<file path="config.mk">
export PLATFORM = sky130hd
export DESIGN_NAME = lru_key_value_cache
export DESIGN_NICKNAME = d
export VERILOG_FILES = /design/src/rtl/lkv_pkg.sv /design/src/rtl/lru_key_value_cache.sv /design/src/rtl/lkv_ram.sv /design/src/rtl/lkv_datapath.sv /design/src/rtl/lkv_ctrl.sv
export VERILOG_INCLUDE_DIRS = /design/src /design/src/rtl
export SDC_FILE = /design/constraint.sdc
export NUM_CORES = 1
export LEC_CHECK = 0
export BUFFER_PORTS_ARGS = -buffer_cell sky130_fd_sc_hd__buf_2
export CORE_MARGIN = 2
export CORE_UTILIZATION = 50
export DETAILED_ROUTE_END_ITERATION = 6
export PLACE_DENSITY = 0.76
export SLEW_MARGIN = 10
export SYNTH_ARGS = -nofsm -noshare
export SYNTH_HDL_FRONTEND = slang
export SYNTH_HIERARCHICAL = 1
export SYNTH_SLANG_ARGS = --single-unit
</file>
<file path="constraint.sdc">
create_clock -name aclk -period 5.35 [get_ports aclk]
set_input_delay 1.07 -clock aclk [delete_from_list [all_inputs] [get_ports aclk]]
set_output_delay 1.07 -clock aclk [all_outputs]
set_load 0.05 [all_outputs]
</file>
<file path="src/rtl/assert_macros.svh">
// Assertion macros shared by the RTL of the key/value cache.
// No dependencies; included by files that carry concurrent assertions.
`ifndef ASSERT_MACROS_SVH
`define ASSERT_MACROS_SVH

// Same-cycle implication, checked outside reset.
`define LKV_ASSERT_NOW(label, clk, rstn, ante, cons, msg) \
    label: assert property (@(posedge clk) disable iff (!rstn) (ante) |-> (cons)) \
        else $error(msg);

// Next-cycle implication, checked outside reset.
`define LKV_ASSERT_NEXT(label, clk, rstn, ante, cons, msg) \
    label: assert property (@(posedge clk) disable iff (!rstn) (ante) |=> (cons)) \
        else $error(msg);

`endif

</file>
<file path="src/rtl/lkv_pkg.sv">
// Shared types and constants of the LRU key/value cache.
// No dependencies; used by every module of the block except lkv_ram.
package lkv_pkg;

    localparam int ENTRIES_DEFAULT  = 8;
    localparam int KEY_BITS_DEFAULT = 32;
    localparam int KEY_PORT_W       = 32;
    localparam int DATA_W           = 32;
    localparam int CAP_W            = 4;

    localparam logic [CAP_W-1:0] CAP_RESET = 4'd8;

    localparam logic OP_INSERT = 1'b0;
    localparam logic OP_LOOKUP = 1'b1;

    typedef struct packed {
        logic                     op;
        logic [KEY_PORT_W-1:0]    key;
        logic signed [DATA_W-1:0] write_value;
    } lkv_in_t;

    typedef struct packed {
        logic                     hit;
        logic signed [DATA_W-1:0] read_value;
        logic [KEY_PORT_W-1:0]    front_key;
        logic                     front_valid;
    } lkv_out_t;

    typedef enum logic [1:0] {
        ST_IDLE,
        ST_SCAN,
        ST_DECIDE,
        ST_RESP
    } lkv_state_t;

    typedef struct packed {
        logic start;
        logic commit;
        logic load_out;
    } lkv_cmd_t;

    typedef struct packed {
        logic scan_done;
    } lkv_status_t;

endpackage

</file>
<file path="src/rtl/lru_key_value_cache.sv">
// Top level of the fully associative LRU key/value cache (lkv_ctrl, lkv_datapath).
// Depends on lkv_pkg, lkv_ram, lkv_datapath, lkv_ctrl and assert_macros.svh.
// Usage: the s_ channel takes one request beat (op, key, write_value); op insert
// stores or overwrites a value, op lookup returns hit and value and makes the
// entry most recent. Every request yields exactly one beat on the m_ channel
// with hit, read_value, the most recent key and whether the cache holds anything.
// cfg_wr_en writes the capacity register in the same cycle; write it only while
// no request is in flight. After acceptance the key scan reads one key RAM entry
// per cycle across all ENTRIES entries, then comes the update step and then the
// hand-off step, which loads the result register and raises m_valid. A new
// request is taken in the cycle after the result is loaded, so requests never
// overlap. A finished result sits in the output register while the next request
// is taken; if m_ready stays low the next result waits in the controller until
// the register frees up. Reset (aresetn, synchronous) empties the cache and sets
// capacity to eight; no RAM clearing pass is needed because valid bits guard
// every key and value read.
`include "assert_macros.svh"

module lru_key_value_cache #(
    parameter int ENTRIES  = lkv_pkg::ENTRIES_DEFAULT,
    parameter int KEY_BITS = lkv_pkg::KEY_BITS_DEFAULT
) (
    input  logic                       aclk,
    input  logic                       aresetn,
    // Capacity register write port.
    input  logic                       cfg_wr_en,
    input  logic [lkv_pkg::CAP_W-1:0]  cfg_wr_data,
    // Request channel.
    input  logic                       s_valid,
    output logic                       s_ready,
    input  lkv_pkg::lkv_in_t           s_data,
    // Result channel.
    output logic                       m_valid,
    input  logic                       m_ready,
    output lkv_pkg::lkv_out_t          m_data
);

    lkv_pkg::lkv_cmd_t    cmd;
    lkv_pkg::lkv_status_t status;

    // The controller owns the handshakes and walks each request through
    // scan, update and result hand-off.
    lkv_ctrl u_ctrl (
        .aclk    (aclk),
        .aresetn (aresetn),
        .s_valid (s_valid),
        .s_ready (s_ready),
        .m_valid (m_valid),
        .m_ready (m_ready),
        .status  (status),
        .cmd     (cmd)
    );

    // The datapath holds the entries, their recency ranks and the result register.
    lkv_datapath #(
        .ENTRIES  (ENTRIES),
        .KEY_BITS (KEY_BITS)
    ) u_datapath (
        .aclk        (aclk),
        .aresetn     (aresetn),
        .cfg_wr_en   (cfg_wr_en),
        .cfg_wr_data (cfg_wr_data),
        .in_beat     (s_data),
        .cmd         (cmd),
        .status      (status),
        .out_beat    (m_data)
    );

    // Once a beat is taken, no second beat may be taken until its result is built.
    `LKV_ASSERT_NEXT(a_one_in_flight, aclk, aresetn, s_valid && s_ready, !s_ready, "second request accepted during processing")
    // The end of the scan always leads straight into the update step.
    `LKV_ASSERT_NEXT(a_scan_then_commit, aclk, aresetn, status.scan_done, cmd.commit, "update did not follow scan")
    // A lookup hit makes an entry most recent, so the cache cannot be empty.
    `LKV_ASSERT_NOW(a_hit_nonempty, aclk, aresetn, m_valid && m_data.hit, m_data.front_valid, "hit reported on empty cache")

endmodule

</file>
<file path="src/rtl/lkv_ram.sv">
// Generic single-write, single-read RAM with a registered read port.
// No dependencies.
module lkv_ram #(
    parameter int  WIDTH = 32,
    parameter int  DEPTH = 8,
    localparam int AW    = (DEPTH > 1) ? $clog2(DEPTH) : 1
) (
    input  logic             aclk,
    input  logic             we,
    input  logic [AW-1:0]    waddr,
    input  logic [WIDTH-1:0] wdata,
    input  logic             re,
    input  logic [AW-1:0]    raddr,
    output logic [WIDTH-1:0] rdata
);

    logic [WIDTH-1:0] mem_reg [DEPTH];
    logic [WIDTH-1:0] rdata_reg;

    always_ff @(posedge aclk) begin
        if (we) begin
            mem_reg[waddr] <= wdata;
        end
        if (re) begin
            rdata_reg <= mem_reg[raddr];
        end
    end

    assign rdata = rdata_reg;

endmodule

</file>
<file path="src/rtl/lkv_datapath.sv">
// Datapath of the LRU key/value cache: key and value RAMs, valid bits, ranks,
// the sequential key scan and the result register. Depends on lkv_pkg, lkv_ram.
module lkv_datapath #(
    parameter int ENTRIES  = lkv_pkg::ENTRIES_DEFAULT,
    parameter int KEY_BITS = lkv_pkg::KEY_BITS_DEFAULT
) (
    input  logic                       aclk,
    input  logic                       aresetn,
    input  logic                       cfg_wr_en,
    input  logic [lkv_pkg::CAP_W-1:0]  cfg_wr_data,
    input  lkv_pkg::lkv_in_t           in_beat,
    input  lkv_pkg::lkv_cmd_t          cmd,
    output lkv_pkg::lkv_status_t       status,
    output lkv_pkg::lkv_out_t          out_beat
);

    localparam int IDX_W  = (ENTRIES > 1) ? $clog2(ENTRIES) : 1;
    localparam int RANK_W = IDX_W;
    localparam int CNT_W  = $clog2(ENTRIES + 1);
    localparam int CMP_W  = (CNT_W > lkv_pkg::CAP_W) ? CNT_W : lkv_pkg::CAP_W;
    localparam int SK_W   = (KEY_BITS < lkv_pkg::KEY_PORT_W) ? KEY_BITS : lkv_pkg::KEY_PORT_W;
    localparam logic [IDX_W-1:0] LAST_IDX = IDX_W'(ENTRIES - 1);

    // Configuration and latched request.
    logic [lkv_pkg::CAP_W-1:0]  capacity_reg;
    logic                       op_reg;
    logic [SK_W-1:0]            key_reg;
    logic [lkv_pkg::DATA_W-1:0] wval_reg;

    // Scan pipeline: read issue stage and compare stage.
    logic             scanning_reg;
    logic [IDX_W-1:0] rd_idx_reg;
    logic             cmp_vld_reg;
    logic [IDX_W-1:0] cmp_idx_reg;
    logic             match_found_reg;
    logic [IDX_W-1:0] match_idx_reg;
    logic             free_found_reg;
    logic [IDX_W-1:0] free_idx_reg;
    logic [IDX_W-1:0] victim_idx_reg;

    // Replacement state.
    logic [ENTRIES-1:0] valid_reg;
    logic [ENTRIES-1:0] valid_next;
    logic [RANK_W-1:0]  rank_reg  [ENTRIES];
    logic [RANK_W-1:0]  rank_next [ENTRIES];
    logic [CNT_W-1:0]   count_reg;
    logic [CNT_W-1:0]   count_next;
    logic [SK_W-1:0]    front_key_reg;

    lkv_pkg::lkv_out_t out_reg;

    logic [SK_W-1:0]            key_rdata;
    logic [lkv_pkg::DATA_W-1:0] val_rdata;

    logic [CNT_W-1:0]  cnt_m1;
    logic [RANK_W-1:0] victim_rank;
    logic [CMP_W-1:0]  cnt_ext;
    logic [CMP_W-1:0]  cap_ext;
    logic              is_insert;
    logic              ins_new;
    logic              do_evict;
    logic              promote;
    logic [IDX_W-1:0]  new_slot;
    logic [RANK_W-1:0] hit_rank;
    logic              key_we;
    logic              val_we;
    logic [IDX_W-1:0]  val_waddr;
    logic              val_re;
    logic              hit;

    assign cnt_m1      = count_reg - CNT_W'(1);
    assign victim_rank = cnt_m1[RANK_W-1:0];
    assign cnt_ext     = CMP_W'(count_reg);
    assign cap_ext     = CMP_W'(capacity_reg);

    assign is_insert = (op_reg == lkv_pkg::OP_INSERT);
    assign ins_new   = is_insert && !match_found_reg;
    assign promote   = !is_insert && match_found_reg;
    // A capacity of zero behaves as one: with a nonzero count, count >= 0 already holds.
    assign do_evict  = ins_new && (count_reg != '0) &&
                       ((cnt_ext >= CMP_W'(ENTRIES)) || (cnt_ext >= cap_ext));
    assign new_slot  = do_evict ? victim_idx_reg : free_idx_reg;
    assign hit_rank  = rank_reg[match_idx_reg];
    assign hit       = promote;

    assign key_we    = cmd.commit && ins_new;
    assign val_we    = cmd.commit && is_insert;
    assign val_waddr = match_found_reg ? match_idx_reg : new_slot;
    assign val_re    = cmd.commit && promote;

    lkv_ram #(
        .WIDTH (SK_W),
        .DEPTH (ENTRIES)
    ) u_key_ram (
        .aclk  (aclk),
        .we    (key_we),
        .waddr (new_slot),
        .wdata (key_reg),
        .re    (scanning_reg),
        .raddr (rd_idx_reg),
        .rdata (key_rdata)
    );

    lkv_ram #(
        .WIDTH (lkv_pkg::DATA_W),
        .DEPTH (ENTRIES)
    ) u_val_ram (
        .aclk  (aclk),
        .we    (val_we),
        .waddr (val_waddr),
        .wdata (wval_reg),
        .re    (val_re),
        .raddr (match_idx_reg),
        .rdata (val_rdata)
    );

    always_ff @(posedge aclk) begin
        if (!aresetn) begin
            capacity_reg <= lkv_pkg::CAP_RESET;
        end else if (cfg_wr_en) begin
            capacity_reg <= cfg_wr_data;
        end
    end

    // Key scan. The compare stage checks each entry in the cycle after its RAM read.
    always_ff @(posedge aclk) begin
        if (!aresetn) begin
            scanning_reg    <= 1'b0;
            rd_idx_reg      <= '0;
            cmp_vld_reg     <= 1'b0;
            cmp_idx_reg     <= '0;
            match_found_reg <= 1'b0;
            free_found_reg  <= 1'b0;
        end else begin
            cmp_vld_reg <= scanning_reg;
            cmp_idx_reg <= rd_idx_reg;
            if (cmd.start) begin
                scanning_reg    <= 1'b1;
                rd_idx_reg      <= '0;
                match_found_reg <= 1'b0;
                free_found_reg  <= 1'b0;
            end else begin
                if (scanning_reg) begin
                    if (rd_idx_reg == LAST_IDX) begin
                        scanning_reg <= 1'b0;
                    end else begin
                        rd_idx_reg <= rd_idx_reg + IDX_W'(1);
                    end
                end
                if (cmp_vld_reg) begin
                    if (valid_reg[cmp_idx_reg] && (key_rdata == key_reg) && !match_found_reg) begin
                        match_found_reg <= 1'b1;
                        match_idx_reg   <= cmp_idx_reg;
                    end
                    if (!valid_reg[cmp_idx_reg] && !free_found_reg) begin
                        free_found_reg <= 1'b1;
                        free_idx_reg   <= cmp_idx_reg;
                    end
                    if (valid_reg[cmp_idx_reg] && (rank_reg[cmp_idx_reg] == victim_rank)) begin
                        victim_idx_reg <= cmp_idx_reg;
                    end
                end
            end
        end
    end

    always_ff @(posedge aclk) begin
        if (cmd.start) begin
            op_reg   <= in_beat.op;
            key_reg  <= in_beat.key[SK_W-1:0];
            wval_reg <= in_beat.write_value;
        end
    end

    // Rank update: a new key ages every held entry, a hit ages only the newer ones.
    always_comb begin
        valid_next = valid_reg;
        count_next = count_reg;
        for (int j = 0; j < ENTRIES; j++) begin
            rank_next[j] = rank_reg[j];
        end
        if (cmd.commit && ins_new) begin
            valid_next[new_slot] = 1'b1;
            if (!do_evict) begin
                count_next = count_reg + CNT_W'(1);
            end
            for (int j = 0; j < ENTRIES; j++) begin
                if (IDX_W'(j) == new_slot) begin
                    rank_next[j] = '0;
                end else if (valid_reg[j]) begin
                    rank_next[j] = rank_reg[j] + RANK_W'(1);
                end
            end
        end else if (cmd.commit && promote) begin
            for (int j = 0; j < ENTRIES; j++) begin
                if (IDX_W'(j) == match_idx_reg) begin
                    rank_next[j] = '0;
                end else if (valid_reg[j] && (rank_reg[j] < hit_rank)) begin
                    rank_next[j] = rank_reg[j] + RANK_W'(1);
                end
            end
        end
    end

    always_ff @(posedge aclk) begin
        if (!aresetn) begin
            valid_reg     <= '0;
            count_reg     <= '0;
            front_key_reg <= '0;
            for (int j = 0; j < ENTRIES; j++) begin
                rank_reg[j] <= '0;
            end
        end else begin
            valid_reg <= valid_next;
            count_reg <= count_next;
            for (int j = 0; j < ENTRIES; j++) begin
                rank_reg[j] <= rank_next[j];
            end
            if (cmd.commit && (ins_new || promote)) begin
                front_key_reg <= key_reg;
            end
        end
    end

    always_ff @(posedge aclk) begin
        if (cmd.load_out) begin
            out_reg.hit         <= hit;
            out_reg.read_value  <= hit ? val_rdata : '0;
            out_reg.front_key   <= lkv_pkg::KEY_PORT_W'(front_key_reg);
            out_reg.front_valid <= (count_reg != '0);
        end
    end

    assign status.scan_done = cmp_vld_reg && (cmp_idx_reg == LAST_IDX);
    assign out_beat         = out_reg;

endmodule

</file>
<file path="src/rtl/lkv_ctrl.sv">
// Controller of the LRU key/value cache: sequences accept, scan, update and
// result hand-off. Depends on lkv_pkg.
module lkv_ctrl (
    input  logic                  aclk,
    input  logic                  aresetn,
    input  logic                  s_valid,
    output logic                  s_ready,
    output logic                  m_valid,
    input  logic                  m_ready,
    input  lkv_pkg::lkv_status_t  status,
    output lkv_pkg::lkv_cmd_t     cmd
);

    lkv_pkg::lkv_state_t state_reg;
    lkv_pkg::lkv_state_t state_next;
    logic                m_valid_reg;
    logic                m_valid_next;

    always_ff @(posedge aclk) begin
        if (!aresetn) begin
            state_reg   <= lkv_pkg::ST_IDLE;
            m_valid_reg <= 1'b0;
        end else begin
            state_reg   <= state_next;
            m_valid_reg <= m_valid_next;
        end
    end

    always_comb begin
        state_next   = state_reg;
        m_valid_next = m_valid_reg && !m_ready;
        s_ready      = 1'b0;
        cmd          = '0;
        case (state_reg)
            lkv_pkg::ST_IDLE: begin
                s_ready = 1'b1;
                if (s_valid) begin
                    cmd.start  = 1'b1;
                    state_next = lkv_pkg::ST_SCAN;
                end
            end
            lkv_pkg::ST_SCAN: begin
                if (status.scan_done) begin
                    state_next = lkv_pkg::ST_DECIDE;
                end
            end
            lkv_pkg::ST_DECIDE: begin
                cmd.commit = 1'b1;
                state_next = lkv_pkg::ST_RESP;
            end
            lkv_pkg::ST_RESP: begin
                // The result register is free, or its beat leaves this cycle.
                if (!m_valid_reg || m_ready) begin
                    cmd.load_out = 1'b1;
                    m_valid_next = 1'b1;
                    state_next   = lkv_pkg::ST_IDLE;
                end
            end
            default: begin
                state_next = lkv_pkg::ST_IDLE;
            end
        endcase
    end

    assign m_valid = m_valid_reg;

endmodule

</file>
==> results of run 1 <==
layout by cell type, fill, tap and decap left out, types with 26 or more instances in the layout:
cell type,n
sky130_fd_sc_hd__edfxtp_1,716
sky130_fd_sc_hd__buf_2,141
sky130_fd_sc_hd__nand2_1,104
sky130_fd_sc_hd__dfxtp_1,86
sky130_fd_sc_hd__clkbuf_16,85
sky130_fd_sc_hd__mux4_1,85
sky130_fd_sc_hd__mux2_2,73
sky130_fd_sc_hd__mux4_2,56
sky130_fd_sc_hd__a21oi_1,49
sky130_fd_sc_hd__nor2_1,48
sky130_fd_sc_hd__ha_1,38
sky130_fd_sc_hd__and2_1,36
sky130_fd_sc_hd__xor2_1,31
sky130_fd_sc_hd__inv_1,28
sky130_fd_sc_hd__buf_4,26
sky130_fd_sc_hd__o21ai_0,26
cells by family (layout without fill, tap and decap cells):
logic type               count (synthesis)  after routing  synth area share
adder cells (fa/ha/maj)                 38             38            0.0151
AND/OR/NAND/NOR                        300            300            0.0478
XOR/XNOR                                39             39            0.0109
AO/OA/AOI/OAI                          133            133            0.0279
flip-flops                             804            804             0.740
buffers and inverters                  100            355            0.0164
multiplexers                           229            229             0.142
worst min-delay path by stage:
stage                                             from                       to  slack [ns]
final                     u_datapath/front_key_reg[17]  u_datapath/out_beat[18]        0.43
after floorplan            u_datapath/front_key_reg[9]  u_datapath/out_beat[10]        0.41
after global routing      u_datapath/front_key_reg[29]  u_datapath/out_beat[30]        0.44
after global placement    u_datapath/front_key_reg[21]  u_datapath/out_beat[22]        0.41
after CTS                  u_datapath/front_key_reg[2]   u_datapath/out_beat[3]        0.43
after detailed placement  u_datapath/front_key_reg[15]  u_datapath/out_beat[16]        0.42
power by group through the flow:
stage	combinational, mW	clock (mW)	sequential, mW
floorplan	0.699	0	7.93
global placement	1.10	0	7.95
detailed placement	1.12	0	7.99
CTS	1.13	5.83	7.86
global route	1.20	6.07	7.91
finish	1.11	5.71	7.86
area by class of cell:
class	instances	area [um^2]
Fill cell	4501	26100
Clock buffer	102	2240
Sequential cell	804	23300
Clock inverter	54	493
Inverter	30	113
Timing Repair Buffer	169	941
Tap cell	837	1050
Multi-Input combinational cell	739	7760
per-layer routing:
layer | track usage | vias to the layer above
li1 | - | 6993
met2 | 0.353 | 596
met1 | 0.268 | 8196
met4 | 0.0640 | 4
met5 | 0 | -
met3 | 0.0443 | 130
==> PnR_summary.wiki, run 1 <==
{| class="wikitable"
! Metric !! Value
|-
| Worst relative slew slack || 0.215
|-
| Tcrit/Tclk final || 0.818
|-
| Commonest cells in the netlist || sky130_fd_sc_hd__edfxtp_1 (716), sky130_fd_sc_hd__nand2_1 (104), sky130_fd_sc_hd__dfxtp_1 (88), sky130_fd_sc_hd__mux4_1 (85), sky130_fd_sc_hd__mux2_2 (73)
|-
| Post-route cell area || 35900 um^2
|-
| Initial Util || 0.508
|-
| Finish-stage setup viols || 0
|-
| Max Clk Rate || approximately 230 MHz
|-
| Global Route Usage Sum || 0.207
|-
| Cells along the critical path || inv_1 -> ha_1 -> nor3b_1 -> o21a_1 -> nor2_1 -> o21ai_0 -> nor2_1 -> a21oi_1 -> nand2b_1 -> nor2_4 -> buf_4
|-
| Origin of the worst setup path || u_datapath/cnt_ext[0]
|-
| Post-Synthesis Cells || 1643
|-
| Synthesis-to-finish area growth || 14.1%
|-
| Number of iterations in the first detailed-routing pass || 5
|-
| Required time of the critical path || 5.67 ns
|-
| Hold crit path type || flop to flop
|-
| Initial antenna violation count || 4
|-
| Category of the worst setup path capture point || flop
|-
| Maximum number of pins on one net before global-route repair || 74
|-
| Post-CTS setup buffer count || 0
|-
| Clock latency on the worst-skew pair || about 0.64 ns
|-
| Capture point of the worst path || u_datapath/u_val_ram/mem_reg[2][19]
|-
| Routed Wire Length || about 66 mm
|-
| Critical path startpoint category || flop
|-
| Hold buffer count at cts || 0
|-
| X dimension of the die || 255 um
|-
| Largest stage delay on the critical path || 0.68 ns
|-
| Average wire length per cell after detail routing || 24.1 um
|-
| Highest layer used for signal routing || met5
|-
| R2R Setup Slk || 0.97 ns
|-
| Top cell type's share of synthesized area || 0.684
|-
| Core utilization of the finished layout || 0.579
|-
| Sequential group share of total power || 0.535
|-
| Synth Register Bits || ~800
|-
| Cell Count Post-Placement || 2579
|-
| Count of yosys warnings during synthesis || 6
|-
| Setup TNS || 0 ns
|-
| Sequential area share after synthesis || 0.740
|-
| Final HPWL from detailed placement || about 38 mm
|-
| Number of global-route vias before repair || 16500
|-
| RePlAce Congestion || 0.858
|-
| Number of nets in the layout || between 1500 and 2000
|-
| Worst-case clock buffer depth || 3
|-
| Std-Cell Rows || 91
|-
| Clk slew on worst S/H paths || 0.06 ns
|-
| Total DRC errors in the routed layout || 0
|-
| Most area-consuming cells after synthesis || sky130_fd_sc_hd__edfxtp_1 (68%), sky130_fd_sc_hd__mux4_1 (7.1%), sky130_fd_sc_hd__dfxtp_1 (5.6%)
|-
| Worst R2R Path Depth || 11
|-
| Part of the total power dissipated in combinational logic || 0.076
|-
| Most numerous cell in the Yosys netlist || sky130_fd_sc_hd__edfxtp_1
|-
| Max-cap check violation count || 0
|-
| Number of antenna repair diodes || 0
|-
| Fraction of registers with async set or reset after synthesis || 0
|-
| Switching power of the nets || 3.58 mW
|-
| # clock sinks || 804
|-
| Endpoint of the most critical register-to-register path || u_datapath/u_val_ram/mem_reg[2][19]
|-
| CTS HTree Levels || 3
|-
| Critical path fanouts, max || 22
|-
| Net count after synthesis || 1755
|-
| Share of post-route cells with drive strength above 1 || 0.241
|-
| Power per cell area || 409 nW/um^2
|-
| Die Y || 255 um
|-
| Unrepaired setup endpoints after global routing || no
|-
| Post-route setup slack || 0.972 ns
|-
| Yosys top cell by area || sky130_fd_sc_hd__edfxtp_1
|-
| Worst setup path class || flop to flop
|-
| Avg Vias per Cell || 5.82
|-
| Pleak || 11.9 nW
|-
| Reg2reg start || u_datapath/cnt_ext[0]
|-
| Clock Power Share || 0.389
|-
| Core Region || approximately 62000 um^2
|-
| Time the final worst path needs with I/O delays and setup || about 4.4 ns
|-
| Fin Hold WS || 0.432 ns
|-
| WL met1 || about 27 mm
|-
| Internal Power || between 10 and 15 mW
|-
| Synth Area per Inst || roughly 19 um^2
|-
| Sw frac || 0.244
|-
| Pre-CTS WS || 1.06 ns
|-
| Total vias in the final route || 15900
|-
| First-pass GRT wire length || 99.6 mm
|-
| Resize count post-CTS || 0
|-
| Cell type of the slowest stage on the worst timing path || sky130_fd_sc_hd__nor2_4
|-
| Sum of met2 wire segment lengths after detailed routing || 33.1 mm
|-
| Run status || finished, final reports clean
|-
| Main synth FF type || sky130_fd_sc_hd__edfxtp_1
|-
| Tightest Pin Transition || ~1.2 ns
|-
| Count of different cell masters after synthesis || slightly above 60
|-
| Path length in cells of the critical path || 11
|-
| Die Footprint || 64900 um^2
|-
| Boundary Pins || 142
|-
| Final hold vios || 0
|-
| TritonCTS clock tree || built
|-
| Number of antenna-violating nets in the routed design || 0
|-
| Largest vdd supply drop || 264 uV
|-
| Final non-filler cell total || roughly 2700
|-
| Number of buffer and inverter instances along the worst setup path || 2
|-
| Number of DRC markers after the initial detailed-route iteration || 1435
|-
| Inserted Clock Buffers || 84
|-
| Number of buffers added on ports || 141
|-
| Met3 Routed Length || 4.47 mm
|-
| Cell chosen for the clock root || sky130_fd_sc_hd__clkbuf_16
|-
| Max Transition Viols Final || 0
|-
| Hold Path Stages || 0
|-
| Area of the mapped netlist || 31400 um^2
|-
| GR Overflow Total || 0
|-
| Final Total Pwr || 14.7 mW
|-
| Placed standard-cell area || 33100 um^2
|-
| Setup clock skew after layout || 0.0214 ns
|-
| Worst path top cell family by delay || simple AND/OR/NAND/NOR gates
|-
| Cell repeated most along the worst path || sky130_fd_sc_hd__nor2_1
|-
| CP Data Arrival Time || between 4 and 5 ns
|-
| EDFF count, synth || 716
|}
Note: power is estimated with default switching activity, not from simulation.
==> run 2: changes to the inputs <==
==> constraint.sdc (replaced) <==
create_clock -name aclk -period 4.16 [get_ports aclk]
set_input_delay 0.832 -clock aclk [delete_from_list [all_inputs] [get_ports aclk]]
set_output_delay 0.832 -clock aclk [all_outputs]
set_load 0.05 [all_outputs]
==> run 2 against run 1 <==
Against the previous run:
- flip-flop and latch count unchanged
- combinational power increased by 29%
- core utilization increased by 0.23 points
- highest routed layer unchanged
- clock power increased by 27%
- global-route usage decreased by 0.21 points
- fmax increased by 15%
- sequential share of layout area decreased by 0.26 points
- routed wire length decreased by 1.7%
- largest power group unchanged
- critical path depth decreased by 2
- die area unchanged
==> PnR_summary.wiki, run 2 (same netlist as run 1, synthesis figures left out) <==
{| class="wikitable"
! Metric !! Value
|-
| Global Route Usage Sum || 0.205
|-
| Required time of the critical path || 4.39 ns
|-
| Clock latency on the worst-skew pair || 0.64 ns
|-
| Number of iterations in the first detailed-routing pass || 5
|-
| Core utilization of the finished layout || 0.581
|-
| Pleak || 11.9 nW
|-
| Number of buffer and inverter instances along the worst setup path || 1
|-
| Worst-case clock buffer depth || 3
|-
| Met3 Routed Length || about 4.2 mm
|-
| Run status || finished, final reports clean
|-
| Core Region || approximately 62000 um^2
|-
| Number of nets in the layout || 1949
|-
| Average wire length per cell after detail routing || 23.7 um
|-
| Cell repeated most along the worst path || sky130_fd_sc_hd__mux2_2
|-
| Highest layer used for signal routing || met5
|-
| Clk slew on worst S/H paths || 0.06 ns
|-
| Synthesis-to-finish area growth || 14.5%
|-
| Max Clk Rate || 264 MHz
|-
| Hold buffer count at cts || 0
|-
| Std-Cell Rows || 91
|-
| Number of buffers added on ports || 141
|-
| Hold path startpoint || s_data[17]
|-
| Time the final worst path needs with I/O delays and setup || 3.79 ns
|-
| Final HPWL from detailed placement || 37.4 mm
|-
| Reg2reg start || u_datapath/cnt_ext[0]
|-
| Die Footprint || 64900 um^2
|-
| Number of antenna-violating nets in the routed design || 0
|-
| Cells along the critical path || inv_1 -> ha_1 -> nor3b_1 -> o21a_1 -> nor2_1 -> mux2_2 -> mux2_2 -> nand2_1 -> nor2_4
|-
| Avg Vias per Cell || just under 6
|-
| Total DRC errors in the routed layout || 0
|-
| Share of post-route cells with drive strength above 1 || 0.246
|-
| Sum of met2 wire segment lengths after detailed routing || 32.1 mm
|-
| Tightest Pin Transition || 1.19 ns
|-
| Cell type of the slowest stage on the worst timing path || sky130_fd_sc_hd__nor2_4
|-
| Origin of the worst setup path || u_datapath/cnt_ext[0]
|-
| Post-CTS setup buffer count || 0
|-
| Maximum number of pins on one net before global-route repair || 73
|-
| RePlAce Congestion || 0.864
|-
| Worst relative slew slack || 0.202
|-
| Initial Util || 0.508
|-
| Die Y || around 250 um
|-
| Max-cap check violation count || 0
|-
| Max Transition Viols Final || 0
|-
| Setup TNS || 0 ns
|-
| Number of DRC markers after the initial detailed-route iteration || 1356
|-
| Critical path fanouts, max || 32
|-
| Largest vdd supply drop || 363 uV
|-
| Resize count post-CTS || 0
|-
| Category of the worst setup path capture point || flop
|-
| Boundary Pins || 142
|-
| CP Data Arrival Time || 4.03 ns
|-
| Number of antenna repair diodes || 0
|-
| Worst setup path class || flop to flop
|-
| Initial antenna violation count || 2
|-
| Unrepaired setup endpoints after global routing || no
|-
| Critical path startpoint category || flop
|-
| Inserted Clock Buffers || a little over 80
|-
| Largest stage delay on the critical path || between 0.9 and 1 ns
|-
| TritonCTS clock tree || built
|-
| Tcrit/Tclk final || 0.912
|-
| Number of global-route vias before repair || 16600
|-
| Worst path top cell family by delay || simple AND/OR/NAND/NOR gates
|-
| WL met1 || 27.1 mm
|-
| Finish-stage setup viols || 0
|-
| Worst R2R Path Depth || 9
|-
| First-pass GRT wire length || 98.9 mm
|-
| Endpoint of the most critical register-to-register path || u_datapath/u_val_ram/mem_reg[7][7]
|-
| Power per cell area || roughly 520 nW/um^2
|-
| Leading cell types in the layout, fill and taps excluded || sky130_fd_sc_hd__edfxtp_1 (716), sky130_fd_sc_hd__buf_2 (141), sky130_fd_sc_hd__nand2_1 (104)
|-
| Setup clock skew after layout || approximately 0.027 ns
|-
| Endpoint, Worst Hold || u_datapath/wval_reg[17]
|-
| Hold Path Stages || 1
|-
| Total vias in the final route || 15900
|-
| Final hold vios || 0
|-
| Most common library cell in the layout ignoring fill and taps || sky130_fd_sc_hd__edfxtp_1
|-
| Routed Wire Length || 64.9 mm
|-
| X dimension of the die || 255 um
|-
| Hold crit path type || input pin to flop
|-
| # clock sinks || 804
|-
| Final Total Pwr || ~19 mW
|-
| GR Overflow Total || 0
|-
| R2R Setup Slk || 0.37 ns
|-
| CTS HTree Levels || 3
|-
| Cell chosen for the clock root || sky130_fd_sc_hd__clkbuf_16
|}
==> run 2: metrics by stage <==
stage                     hold slack, ns  area (um^2)  worst slack [ns]  instances
after floorplan                    0.408        31500            0.0515       1643
after global placement             0.411        33300             0.500       2589
after detailed placement           0.415        33300             0.404       2589
after CTS                          0.329        36000             0.395       2740
after global routing               0.344        36000             0.118       2740
final                              0.373        36000             0.366       2740
==> run 2: how the worst max path moves through the flow <==
stage / cells past startpoint / slack (ns) / endpoint
global route: 13 / 0.12 / u_datapath/u_val_ram/mem_reg[7][4]
global placement: 9 / 0.50 / u_datapath/u_val_ram/mem_reg[7][8]
detailed placement: 9 / 0.40 / u_datapath/u_val_ram/mem_reg[7][7]
CTS: 9 / 0.39 / u_datapath/u_val_ram/mem_reg[7][4]
finish: 9 / 0.37 / u_datapath/u_val_ram/mem_reg[7][7]
floorplan: 10 / 0.05 / u_datapath/u_val_ram/mem_reg[2][0]
==> run 2: cell type report <==
type / instances / area (um^2)
tap: 837 / 1050
timing repair buffer: 179 / 1080
clock buffer: 95 / 2170
inverter: 30 / 113
fill: 4487 / 25900
multi-input combinational: 739 / 7810
sequential: 804 / 23300
clock inverter: 56 / 519
==> run 2: where the power goes <==
group / switching, mW / leakage, nW / internal [mW]
Clock: 3.06 / 1.30 / 4.21
Sequential: 0.541 / 7.26 / 9.57
Combinational: 0.915 / 3.39 / 0.516
Total: 4.51 / 11.9 / 14.3
==> run 2: metal layers <==
layer,vias up,global-route usage
li1,7003,-
met1,8238,0.273
met2,570,0.340
met3,107,0.0441
met4,2,0.0645
met5,-,0
